`src/hw/rtl/bdhr_pkg.sv`:
```
`default_nettype none

package bdhr_pkg;

  // Defaults for the top-level parameters
  localparam int unsigned NUM_BUTTONS_DEF = 3;
  localparam int unsigned COUNT_BITS_DEF  = 16;

  // Fixed field widths
  localparam int unsigned BTN_W   = 2;
  localparam int unsigned TIME_W  = 32;
  localparam int unsigned CFG_W   = 16;
  localparam int unsigned COUNT_W = 16;
  localparam int unsigned CIDX_W  = 2;

  // Config register reset values
  localparam logic [CFG_W-1:0] DEBOUNCE_RST = 16'd30;
  localparam logic [CFG_W-1:0] HOLD_RST     = 16'd500;
  localparam logic [CFG_W-1:0] REPEAT_RST   = 16'd50;

  // Config register indexes
  localparam logic [CIDX_W-1:0] REG_DEBOUNCE = 2'd0;
  localparam logic [CIDX_W-1:0] REG_HOLD     = 2'd1;
  localparam logic [CIDX_W-1:0] REG_REPEAT   = 2'd2;

  // Button codes
  localparam logic [BTN_W-1:0] BTN_MINUS = 2'd0;
  localparam logic [BTN_W-1:0] BTN_PLUS  = 2'd1;
  localparam logic [BTN_W-1:0] BTN_OK    = 2'd2;

  typedef enum logic [1:0] {
    ST_LOW  = 2'd0,
    ST_HIGH = 2'd1,
    ST_HOLD = 2'd2
  } dstate_e;

  // One per-button entry, as held in the state RAM
  typedef struct packed {
    logic [1:0]        state;
    logic              raw;
    logic [TIME_W-1:0] change_time;
  } btn_entry_t;

  typedef struct packed {
    logic [CFG_W-1:0] debounce_ms;
    logic [CFG_W-1:0] hold_ms;
    logic [CFG_W-1:0] repeat_ms;
  } cfg_t;

  // Event flags of one poll
  typedef struct packed {
    logic pressed;
    logic released;
    logic held_tick;
    logic commit;
    logic capsule_reset;
  } events_t;

endpackage

`default_nettype wire

```
`src/hw/rtl/bdhr_ram.sv`:
```
`default_nettype none

module bdhr_ram #(
  parameter int unsigned WIDTH = 8,
  parameter int unsigned DEPTH = 4
) (
  input  wire logic                                     clk_i,
  input  wire logic                                     we_i,
  input  wire logic [(DEPTH > 1 ? $clog2(DEPTH) : 1)-1:0] waddr_i,
  input  wire logic [WIDTH-1:0]                         wdata_i,
  input  wire logic                                     re_i,
  input  wire logic [(DEPTH > 1 ? $clog2(DEPTH) : 1)-1:0] raddr_i,
  output logic      [WIDTH-1:0]                         rdata_o
);

  logic [WIDTH-1:0] mem_q [DEPTH];

  always_ff @(posedge clk_i) begin
    if (we_i) begin
      mem_q[waddr_i] <= wdata_i;
    end
    if (re_i) begin
      rdata_o <= mem_q[raddr_i];
    end
  end

endmodule

`default_nettype wire

```
`src/hw/rtl/bdhr_update.sv`:
```
`default_nettype none

module bdhr_update #(
  parameter int unsigned COUNT_BITS = 16
) (
  input  wire bdhr_pkg::btn_entry_t              entry_i,
  input  wire logic [bdhr_pkg::BTN_W-1:0]        button_i,
  input  wire logic                              level_i,
  input  wire logic [bdhr_pkg::TIME_W-1:0]       now_i,
  input  wire bdhr_pkg::cfg_t                    cfg_i,
  input  wire logic [COUNT_BITS-1:0]             count_i,
  output bdhr_pkg::btn_entry_t                   entry_o,
  output bdhr_pkg::events_t                      events_o,
  output logic      [COUNT_BITS-1:0]             count_o
);

  import bdhr_pkg::*;

  dstate_e           st_in;
  dstate_e           st;
  logic [TIME_W-1:0] ct;
  logic [TIME_W-1:0] diff;
  logic [COUNT_BITS-1:0] cnt1;
  logic              is_step;

  assign is_step = (button_i == BTN_PLUS) || (button_i == BTN_MINUS);

  always_comb begin
    unique case (entry_i.state)
      ST_HIGH: st_in = ST_HIGH;
      ST_HOLD: st_in = ST_HOLD;
      default: st_in = ST_LOW;
    endcase

    events_o = '0;
    st       = st_in;
    cnt1     = count_i;
    count_o  = count_i;

    // low level drops hold straight to low, no release
    if (!level_i && st == ST_HOLD) begin
      st = ST_LOW;
    end
    ct   = (level_i != entry_i.raw) ? now_i : entry_i.change_time;
    diff = now_i - ct;

    if (diff > TIME_W'(cfg_i.debounce_ms)) begin
      if (level_i && st == ST_LOW) begin
        st               = ST_HIGH;
        events_o.pressed = 1'b1;
        if (button_i == BTN_PLUS) begin
          cnt1 = count_i + COUNT_BITS'(1);
        end else if (button_i == BTN_MINUS) begin
          cnt1 = count_i - COUNT_BITS'(1);
        end
      end else if (!level_i && st == ST_HIGH) begin
        st                = ST_LOW;
        events_o.released = 1'b1;
        events_o.commit   = (button_i == BTN_OK);
      end
    end

    if (st == ST_HIGH && diff > TIME_W'(cfg_i.hold_ms)) begin
      st = ST_HOLD;
    end

    count_o = cnt1;
    if (st == ST_HOLD && diff > TIME_W'(cfg_i.repeat_ms)) begin
      events_o.held_tick = 1'b1;
      ct                 = now_i;
      if (button_i == BTN_OK) begin
        count_o                = '0;
        events_o.capsule_reset = 1'b1;
      end else if (is_step) begin
        count_o = (button_i == BTN_PLUS) ? cnt1 + COUNT_BITS'(1)
                                         : cnt1 - COUNT_BITS'(1);
      end
    end

    entry_o.state       = st;
    entry_o.raw         = level_i;
    entry_o.change_time = ct;
  end

endmodule

`default_nettype wire

```
`src/hw/rtl/button_debounce_hold_repeat_counter_unit.sv`:
```
`default_nettype none

// Debounced button poller with hold, auto-repeat and a shared up/down counter.
// Slave stream: one poll per transfer; tuser carries the button (0 minus,
// 1 plus, 2 ok), tdata the raw level and a wrapping millisecond timestamp.
// Master stream: one result per poll; tuser echoes the button, tdata holds
// the event flags and the counter value after the poll.
// Config port: cfg_we_i writes cfg_data_i to register cfg_idx_i (0 debounce,
// 1 hold, 2 repeat time in ms); only while no poll is in flight.
// A result passes the state RAM read stage, then the output register.
// Throughput: one poll per cycle while the master side does not stall; a
// poll that follows its own button is served by forwarding the previous write.
// Per-button state lives in a RAM with a registered read; valid bits make
// unwritten entries read as zero, so reset needs no clearing pass.
// Reset: config back to 30/500/50 ms, counter zero, all buttons low.
// Stall: when the master side stalls, the output register holds, the
// in-flight poll waits in the RAM-read stage and s_axis_tready falls.
module button_debounce_hold_repeat_counter_unit #(
  parameter int unsigned NUM_BUTTONS = bdhr_pkg::NUM_BUTTONS_DEF,
  parameter int unsigned COUNT_BITS  = bdhr_pkg::COUNT_BITS_DEF
) (
  input  wire logic                          clk_i,
  input  wire logic                          rst_ni,
  // slave side
  input  wire logic                          s_axis_tvalid,
  output logic                               s_axis_tready,
  input  wire logic [39:0]                   s_axis_tdata,  // level, now_ms, pad
  input  wire logic [bdhr_pkg::BTN_W-1:0]    s_axis_tuser,  // button
  // master side
  output logic                               m_axis_tvalid,
  input  wire logic                          m_axis_tready,
  // pressed, released, held_tick, count[15:0], commit, capsule_reset, pad
  output logic      [23:0]                   m_axis_tdata,
  output logic      [bdhr_pkg::BTN_W-1:0]    m_axis_tuser,  // which_button
  // config write port
  input  wire logic                          cfg_we_i,
  input  wire logic [bdhr_pkg::CIDX_W-1:0]   cfg_idx_i,
  input  wire logic [bdhr_pkg::CFG_W-1:0]    cfg_data_i
);

  import bdhr_pkg::*;

  localparam int unsigned AW = (NUM_BUTTONS > 1) ? $clog2(NUM_BUTTONS) : 1;
  localparam int unsigned EW = $bits(btn_entry_t);

  // config registers
  cfg_t cfg_q;

  always_ff @(posedge clk_i or negedge rst_ni) begin
    if (!rst_ni) begin
      cfg_q.debounce_ms <= DEBOUNCE_RST;
      cfg_q.hold_ms     <= HOLD_RST;
      cfg_q.repeat_ms   <= REPEAT_RST;
    end else if (cfg_we_i) begin
      unique case (cfg_idx_i)
        REG_DEBOUNCE: cfg_q.debounce_ms <= cfg_data_i;
        REG_HOLD:     cfg_q.hold_ms     <= cfg_data_i;
        REG_REPEAT:   cfg_q.repeat_ms   <= cfg_data_i;
        default: ;
      endcase
    end
  end

  // handshake and stage control
  logic in_xfer;
  logic s1_vld_q;
  logic s1_adv;
  logic out_vld_q;

  assign s1_adv        = !out_vld_q || m_axis_tready;
  assign s_axis_tready = !s1_vld_q || s1_adv;
  assign in_xfer       = s_axis_tvalid && s_axis_tready;

  logic          in_range;
  logic [AW-1:0] in_addr;

  assign in_range = 32'(s_axis_tuser) < NUM_BUTTONS;
  assign in_addr  = AW'(s_axis_tuser);

  // RAM-read stage registers
  logic [BTN_W-1:0]  s1_btn_q;
  logic              s1_lvl_q;
  logic [TIME_W-1:0] s1_now_q;
  logic              s1_inr_q;
  logic [AW-1:0]     s1_addr_q;
  logic              s1_rvld_q;

  // valid bits, one per entry
  logic [NUM_BUTTONS-1:0] ent_vld_q;

  // forward path for the write made at the read edge
  logic          fwd_vld_q;
  logic [AW-1:0] fwd_addr_q;
  btn_entry_t    fwd_data_q;

  logic [EW-1:0] ram_rdata;
  btn_entry_t    cur_entry;
  btn_entry_t    new_entry;
  events_t       ev;
  logic [COUNT_BITS-1:0] counter_q;
  logic [COUNT_BITS-1:0] count_new;
  logic          ram_we;

  assign ram_we = s1_vld_q && s1_adv && s1_inr_q;

  bdhr_ram #(
    .WIDTH(EW),
    .DEPTH(NUM_BUTTONS)
  ) u_state_ram (
    .clk_i  (clk_i),
    .we_i   (ram_we),
    .waddr_i(s1_addr_q),
    .wdata_i(new_entry),
    .re_i   (in_xfer && in_range),
    .raddr_i(in_addr),
    .rdata_o(ram_rdata)
  );

  always_comb begin
    if (fwd_vld_q && fwd_addr_q == s1_addr_q) begin
      cur_entry = fwd_data_q;
    end else if (s1_rvld_q) begin
      cur_entry = btn_entry_t'(ram_rdata);
    end else begin
      cur_entry = '0;
    end
  end

  bdhr_update #(
    .COUNT_BITS(COUNT_BITS)
  ) u_update (
    .entry_i (cur_entry),
    .button_i(s1_btn_q),
    .level_i (s1_lvl_q),
    .now_i   (s1_now_q),
    .cfg_i   (cfg_q),
    .count_i (counter_q),
    .entry_o (new_entry),
    .events_o(ev),
    .count_o (count_new)
  );

  always_ff @(posedge clk_i or negedge rst_ni) begin
    if (!rst_ni) begin
      s1_vld_q  <= 1'b0;
      ent_vld_q <= '0;
      fwd_vld_q <= 1'b0;
      counter_q <= '0;
    end else begin
      if (s1_adv || !s1_vld_q) begin
        s1_vld_q <= in_xfer;
      end
      if (ram_we) begin
        ent_vld_q[s1_addr_q] <= 1'b1;
      end
      if (in_xfer) begin
        fwd_vld_q <= ram_we;
      end
      if (s1_vld_q && s1_adv && s1_inr_q) begin
        counter_q <= count_new;
      end
    end
  end

  always_ff @(posedge clk_i) begin
    if (in_xfer) begin
      s1_btn_q   <= s_axis_tuser;
      s1_lvl_q   <= s_axis_tdata[0];
      s1_now_q   <= s_axis_tdata[TIME_W:1];
      s1_inr_q   <= in_range;
      s1_addr_q  <= in_addr;
      s1_rvld_q  <= in_range && ent_vld_q[in_addr];
      fwd_addr_q <= s1_addr_q;
      fwd_data_q <= new_entry;
    end
  end

  // output register
  events_t           out_ev_q;
  logic [COUNT_W-1:0] out_cnt_q;
  logic [BTN_W-1:0]  out_btn_q;

  always_ff @(posedge clk_i or negedge rst_ni) begin
    if (!rst_ni) begin
      out_vld_q <= 1'b0;
    end else if (s1_adv) begin
      out_vld_q <= s1_vld_q;
    end
  end

  always_ff @(posedge clk_i) begin
    if (s1_adv && s1_vld_q) begin
      out_btn_q <= s1_btn_q;
      out_ev_q  <= s1_inr_q ? ev : '0;
      out_cnt_q <= s1_inr_q ? COUNT_W'(count_new) : COUNT_W'(counter_q);
    end
  end

  assign m_axis_tvalid = out_vld_q;
  assign m_axis_tuser  = out_btn_q;
  assign m_axis_tdata  = {3'b000, out_ev_q.capsule_reset, out_ev_q.commit, out_cnt_q,
                          out_ev_q.held_tick, out_ev_q.released, out_ev_q.pressed};

`ifndef SYNTHESIS
  // a capsule reset always shows a cleared counter
  a_capres_zero: assert property (@(posedge clk_i) disable iff (!rst_ni)
    out_vld_q && out_ev_q.capsule_reset |-> out_cnt_q == '0)
    else $error("capsule reset with non-zero count");

  // commit comes only with a release of ok
  a_commit_rel: assert property (@(posedge clk_i) disable iff (!rst_ni)
    out_vld_q && out_ev_q.commit |-> out_ev_q.released && out_btn_q == BTN_OK)
    else $error("commit without ok release");

  // a stalled poll stays in the read stage unchanged
  a_s1_hold: assert property (@(posedge clk_i) disable iff (!rst_ni)
    s1_vld_q && !s1_adv |=> s1_vld_q && $stable(s1_btn_q) && $stable(s1_now_q))
    else $error("read stage lost a stalled poll");

  // counter moves only when a poll leaves the read stage
  a_cnt_move: assert property (@(posedge clk_i) disable iff (!rst_ni)
    !(s1_vld_q && s1_adv) |=> $stable(counter_q))
    else $error("counter changed without a poll");
`endif

endmodule

`default_nettype wire

```
`config.mk`:
```
export PLATFORM = sky130hd
export DESIGN_NAME = button_debounce_hold_repeat_counter_unit
export DESIGN_NICKNAME = d
export VERILOG_FILES = /design/src/hw/rtl/bdhr_pkg.sv /design/src/hw/rtl/bdhr_ram.sv /design/src/hw/rtl/bdhr_update.sv /design/src/hw/rtl/button_debounce_hold_repeat_counter_unit.sv
export SDC_FILE = /design/constraint.sdc
export NUM_CORES = 1
export LEC_CHECK = 0
export BUFFER_PORTS_ARGS = -buffer_cell sky130_fd_sc_hd__buf_2
export CAP_MARGIN = 40
export CORE_UTILIZATION = 60
export DETAILED_ROUTE_END_ITERATION = 6
export GPL_TIMING_DRIVEN = 0
export PLACE_DENSITY = 0.76
export SLEW_MARGIN = 5
export SYNTH_ARGS = -nofsm -noshare
export SYNTH_HDL_FRONTEND = slang
export SYNTH_SLANG_ARGS = --single-unit
```
`constraint.sdc`:
```
create_clock -name clk_i -period 11.6 [get_ports clk_i]
set_input_delay 2.32 -clock clk_i [delete_from_list [all_inputs] [get_ports clk_i]]
set_output_delay 2.32 -clock clk_i [all_outputs]
set_load 0.01 [all_outputs]
```
* Word-level counts from Yosys, hierarchy flattened
Memory sizes are Yosys's and may differ from the RTL's. A register that Yosys moved wholly into a read port is not among the register bits. Index checks and enable logic that the tools add are counted.
Word-level totals: RAM bits 105, bits in registers 167, logic and storage cells 110, input bits 65, bits in read-only memories 0, memories 1, latch bits 0, output and inout bits 28
Memory list:
- u_state_ram.mem_q | depth 3, bits a word 35, read ports 1, clocked after Yosys merged registers in 1, write ports 1, line bdhr_ram.sv:16 | logic [WIDTH-1:0] mem_q [DEPTH];
Cells by class: mux-type cells 29, reductions and logical operators 28, shift-type cells 0, $add $sub $neg 5, bitwise logic cells 4, equality and inequality tests 12, order comparisons 7, multiply operators 0, div/mod/pow operators 0
Operator list (count):
- 16-bit 2-to-1 mux | 9
- 32-bit by 16-bit greater-than comparator with 1-bit output | 3
- 35-bit 2-to-1 mux | 2
- 32-bit 2-to-1 mux | 2
- 16-bit by 1-bit adder with 16-bit output (second input constant) | 2
- 16-bit by 1-bit subtractor with 16-bit output (second input constant) | 2
- 32-bit subtractor | 1
- 1-bit logical AND | 12
- 2-bit by 1-bit equality test with 1-bit output (second input constant) | 5
- 2-bit equality test (second input constant) | 5
- 2-bit 2-to-1 mux | 5
- 2-bit AND reduction | 5
- 1-bit 2-to-1 mux | 8
- 2-bit logical NOT | 3
- 2-bit by 3-bit less-than comparator with 1-bit output (second input constant) | 2
- 2-bit one-hot mux with 2 select lines | 1
- 4-bit OR reduction | 1
- 1-bit logical NOT | 3
- 1-bit logical OR | 3
- 1-bit NOT | 3
- 3-bit bitwise OR | 1
- 3-bit OR reduction | 1
- 1-bit binary-select mux with 2-bit select | 1
- 1-bit demux with 2-bit select | 1
- 4 further kinds | 4

* Longest topological paths before layout
word-level depth 20, depth in mapped cells 47

* Modules after synthesis
Synthesis repeated with hierarchy kept, for this count alone.
Second synthesis, totals: cells, all modules 1570, area total of the unflattened synthesis 17508.0 sq um
By module, submodules not included:
- button_debounce_hold_repeat_counter_unit | seq. area each 4680.7 sq um, times used 1, area an instance 6532.5 sq um, cells an instance 401
- bdhr_update | seq. area each 0.0 sq um, times used 1, area an instance 5977.0 sq um, cells an instance 909
- bdhr_ram | seq. area each 4204.0 sq um, times used 1, area an instance 4998.5 sq um, cells an instance 260

* Worst setup path before layout
Ideal clock, no wire load.
kind register -> register, start reg s1_addr_q[1], end reg out_cnt_q[14], data pin, cell stages (with the launch flop) 48, path slack 2.551 ns, period minus slack after synthesis 9.049 ns, buffers on the path 6, arrival time 8.789 ns, path through edfxtp_1 > buf_6 > xnor2_2 > nand4_1 > a21o_1 > nand2_1 > clkbuf_1 > buf_1 > a21oi_1 > ha_1 > clkbuf_1 > and4_1 > clkbuf_1 > nand2_1 > nor2_1 > a211oi_1 > nand3_2 > xnor2_1 > [... 12 more ...] > xor2_1 > ha_1 > nor2b_1 > o21ai_0 > a21boi_0 > o21ai_0 > a21boi_0 > o21ai_0 > a21boi_0 > o21ai_0 > a21oi_1 > o21ai_0 > nand2b_1 > a21o_1 > a21oi_1 > xnor2_1 > a22o_1 > mux2_2
On the way: cells in the longest elaborated chain, start to end 20
Ends and longest elaborated chain:
- from (decl) | line button_debounce_hold_repeat_counter_unit.sv:85 | logic [AW-1:0] s1_addr_q;
- from (signal assigned) | line button_debounce_hold_repeat_counter_unit.sv:171 | s1_addr_q <= in_addr;
- parallel branches: the longest is 18 deep, another holds 32-bit subtractor
- 16-bit 2-to-1 mux (*) | line bdhr_update.sv:68 | if (st == ST_HOLD && diff > TIME_W'(cfg_i.repeat_ms)) begin
- 16-bit 2-to-1 mux (*) | line button_debounce_hold_repeat_counter_unit.sv:195 | out_cnt_q <= s1_inr_q ? COUNT_W'(count_new) : COUNT_W'(counter_q);
- to (signal assigned) | line button_debounce_hold_repeat_counter_unit.sv:195
- to (decl) | line button_debounce_hold_repeat_counter_unit.sv:180 | logic [COUNT_W-1:0] out_cnt_q;
Mark *: on every way between the ends. A chain may end at the register's enable or synchronous reset.

* Worst setup path in the final report
start reg s1_addr_q[0], end reg out_cnt_q[14], data pin
Same word-level chain as after synthesis.

==> impl_metrics.tcl <==
set metrics [dict create \
    p_leak_nw 7.78 \
    htree_levels 1 \
    synth_top_family_by_area "compound AO/OA/AOI/OAI gates" \
    stdcell_area_um2 19700 \
    internal_power_mw 2.50 \
    ys_warn_count 0 \
    fin_worst_skew_ns 0.0148 \
    grt_pass1_vias 13100 \
    synth.mux.area_fraction_pct 5.06 \
    cts_resized 0 \
    fin_nets 1956 \
    routedWlPerCell_um 20.1 \
    synth_seq_cells 307 \
    p_sw_share_pct 35.2 \
    die_area_um2 29800 \
    clk_latency_ns 0.58 \
    max_stage_delay_ns 0.47 \
    criticalPathCategory "reg -> reg" \
    route.final.wire_length_mm 44.2 \
    max_freq_mhz 92.0 \
    min_period_ns 10.87 \
    syn-cell-area_um2 17400 \
    synth_cell_types 96 \
    period_share_pct 93.7 \
    clkPwrFrac_pct 27.2 \
    cts_root_buffer "clkbuf_16" \
    postCtsSetupBuffers 0 \
    core_area_um2 28600 \
    initialDrtViolationCount 1283 \
    crit_top_cell "o21ai_0" \
    setup-tns-final_ns 0 \
    seq_power_share_pct 36.9 \
    startpoint_type "register" \
    power_switching_mw 1.36 \
    slew-limit-headroom_pct 41.5 \
    hold_class "reg -> reg" \
    die_w_um 173 \
    tightest_slew_ns 0.877 \
    cp_slowest_cell "o31ai_4" \
    status "completed" \
    diodes 0 \
    drc 0 \
    clockBufferDepth 3 \
    fillers 2184 \
    area_delta_synth_final_pct 12.8 \
    arrival_ns 11.20 \
    critical-path-top-delay-family "compound AO/OA/AOI/OAI gates" \
    cts_tree "built" \
    cts.sinks 307 \
    cp-end-kind "register" \
    syn_avg_cell_area_um2 10.5 \
    synth_fa_ha_area_share_pct 6.96 \
    synthCells 1667 \
    antenna_found_initial 0 \
    yosys.area_share.simple_pct 14.6 \
    worstReg2RegStart "s1_addr_q[0]" \
    synthFlopType "edfxtp_1" \
    vias_per_cell 6.13 \
    grt_pass1_wl_mm 70.0 \
    cts_buffers 31 \
    drtAntennaViolNets 0 \
    port_buffers 82 \
    pwr-share-comb_pct 35.9 \
    cp-startpoint "s1_addr_q[0]" \
    grt_max_degree 65 \
    cp_max_fo 10 \
    finalHoldViolations 0 \
    chipHeight_um 173 \
    finalSetupViolCount 0 \
    ios 93 \
    worstHoldStart "ent_vld_q[2]" \
    clkTransAtPathRegs_ns 0.06 \
    dp_hpwl_mm 33.1 \
    p_per_area_nw_per_um2 196 \
    synth-compound-area-share_pct 16.2 \
    crit_buf_inv 5 \
    dr.pass1.iters 5 \
    vias 13500 \
    place.gp.congestion 0.968 \
    ys_async_sr_fraction_pct 22.8 \
    synth-xor-area-share_pct 2.48 \
    cap_violations 0 \
    drive_gt1_share_pct 14.4 \
    seq_area_frac_synth_pct 50.9 \
    critPathRequiredTime_ns 11.93 \
    track_usage_pct 29.7 \
    synth_edf_count 237 \
    grt_setup_unrepaired "no" \
    slew_viol_final 0 \
    whs_ns 0.472 \
    vdd_drop_max_mv 0.134 \
    cts_hold_buffers 0 \
    grt-ovfl-total 0 \
    rows 62 \
    initial_core_util_pct 60.9 \
    postPlaceCellArea_um2 18600 \
]
[power groups by stage]
stage	clock network [mW]	logic, mW	registers, mW
final	1.05	1.38	1.42
after CTS	1.06	1.37	1.42
after global routing	1.11	1.54	1.43
after global placement	0	1.31	1.44
after detailed placement	0	1.35	1.44
after floorplan	0	0.988	1.43
[state kept, by name, summed over array words and instances (netlist names)]
| register | count |
|---|---|
| cfg_q | 48 |
| s1_vld_q | 1 |
| m_axis_tdata | 5 |
| out_cnt_q | 16 |
| s1_addr_q | 2 |
| counter_q | 16 |
| fwd_addr_q | 2 |
| m_axis_tvalid | 1 |
| fwd_data_q | 35 |
| s1_now_q | 32 |
| fwd_vld_q | 1 |
| s1_lvl_q | 1 |
| u_state_ram.rdata_o | 35 |
| u_state_ram.mem_q | 105 |
| s1_inr_q | 1 |
| ent_vld_q | 3 |
| m_axis_tuser | 2 |
| s1_rvld_q | 1 |
[cells in the mapped netlist (5+ instances only)]
| cell | count | area (um^2) |
|---|---|---|
| a22oi_1 | 6 | 45.0 |
| nor2_1 | 90 | 338 |
| buf_1 | 8 | 30.0 |
| mux2_2 | 41 | 462 |
| or3_1 | 8 | 50.1 |
| xor2_1 | 23 | 201 |
| o21a_1 | 11 | 82.6 |
| and2_1 | 12 | 75.1 |
| a21boi_0 | 7 | 52.6 |
| o21ai_1 | 5 | 25.0 |
| nand3b_1 | 8 | 60.1 |
| o21ai_0 | 130 | 651 |
| nor4_1 | 10 | 62.6 |
| buf_2 | 7 | 35.0 |
| xnor2_1 | 19 | 166 |
| and3_1 | 15 | 93.8 |
| edfxtp_1 | 237 | 7120 |
| mux2i_1 | 42 | 420 |
| or2_2 | 7 | 43.8 |
| o21bai_1 | 11 | 82.6 |
| ha_1 | 93 | 1160 |
| a31oi_1 | 19 | 119 |
| nor2b_1 | 16 | 100 |
| dfstp_2 | 13 | 342 |
| dfrtp_1 | 57 | 1430 |
| nand4_1 | 33 | 206 |
| nand2b_1 | 13 | 81.3 |
| nand2_1 | 193 | 724 |
| nor3_1 | 31 | 155 |
| o31ai_1 | 8 | 60.1 |
| and4_1 | 6 | 52.6 |
| a211oi_1 | 8 | 60.1 |
| a21o_1 | 34 | 255 |
| inv_1 | 82 | 308 |
| nand3_1 | 52 | 260 |
| clkbuf_1 | 63 | 236 |
| a21oi_1 | 148 | 741 |
[path summary, 6_finish.rpt]
kind,cells past startpoint,endpoint,slack (ns)
max,46,out_cnt_q[14],0.73
min reg2reg,1,ent_vld_q[2],0.47
min,1,ent_vld_q[2],0.47
min in group asynchronous,1,cfg_q[12],1.65
max in group asynchronous,2,cfg_q[36],9.33
max reg2reg,46,out_cnt_q[14],0.73
[logic make-up after synthesis]
family / Yosys count
fa+ha+maj: 96
other cells: 1
mux: 83
xor+xnor: 46
compound gates: 450
simple gates: 518
flops: 307
buf+inv: 166
[through the flow]
stage	total power, mW	setup slack [ns]	std cells	util, %
finish	3.86	0.730	2205	68.7
global route	4.07	0.0967	2205	68.7
CTS	3.85	0.318	2205	68.7
detailed placement	2.80	0.376	2147	64.9
global placement	2.75	0.385	2135	64.1
floorplan	2.42	2.55	1669	-
[cell usage in the layout, fill, tap and decap left out, types with 12 or more instances in the layout]
master	n
mux2_2	41
inv_1	81
and2_1	12
a31oi_1	19
ha_1	93
buf_2	88
nor3_1	30
o21ai_0	130
nand3_1	52
clkbuf_16	31
mux2i_1	42
nor2_1	88
and3_1	15
edfxtp_1	237
nand4_1	33
clkbuf_1	65
dfstp_2	13
nand2b_1	13
a21o_1	34
a21oi_1	147
dfrtp_1	57
nand2_1	193
xnor2_1	18
nor2b_1	16
xor2_1	23
[cell type report]
class	instances	area, um^2	share of cell area [%]
tap	384	480	2.44
clock buffer	34	787	4.00
buffer	84	358	1.82
inverter	82	310	1.58
sequential	307	8880	45.2
multi-input combinational	1196	7950	40.4
clock inverter	24	282	1.43
timing repair buffer	94	623	3.17
[worst register-to-register path: cells and delay by family (launching register included)]
| family | cells | cell delay [ns] |
|---|---|---|
| compound gates | 26 | 5.42 |
| buf+inv | 5 | 1.30 |
| simple gates | 7 | 1.30 |
| xor+xnor | 4 | 0.97 |
| fa+ha+maj | 3 | 0.89 |
| flops | 1 | 0.46 |
| mux | 1 | 0.27 |
[per-layer routing]
metal	routed length [um]	track usage (%)	share of wire (%)
met1	19400	42.0	44
met2	20700	48.6	47
met3	2910	3.27	6.6
met4	1260	8.97	2.8
met5	0	0	0
No activity file was read; power rests on OpenSTA's default activity.
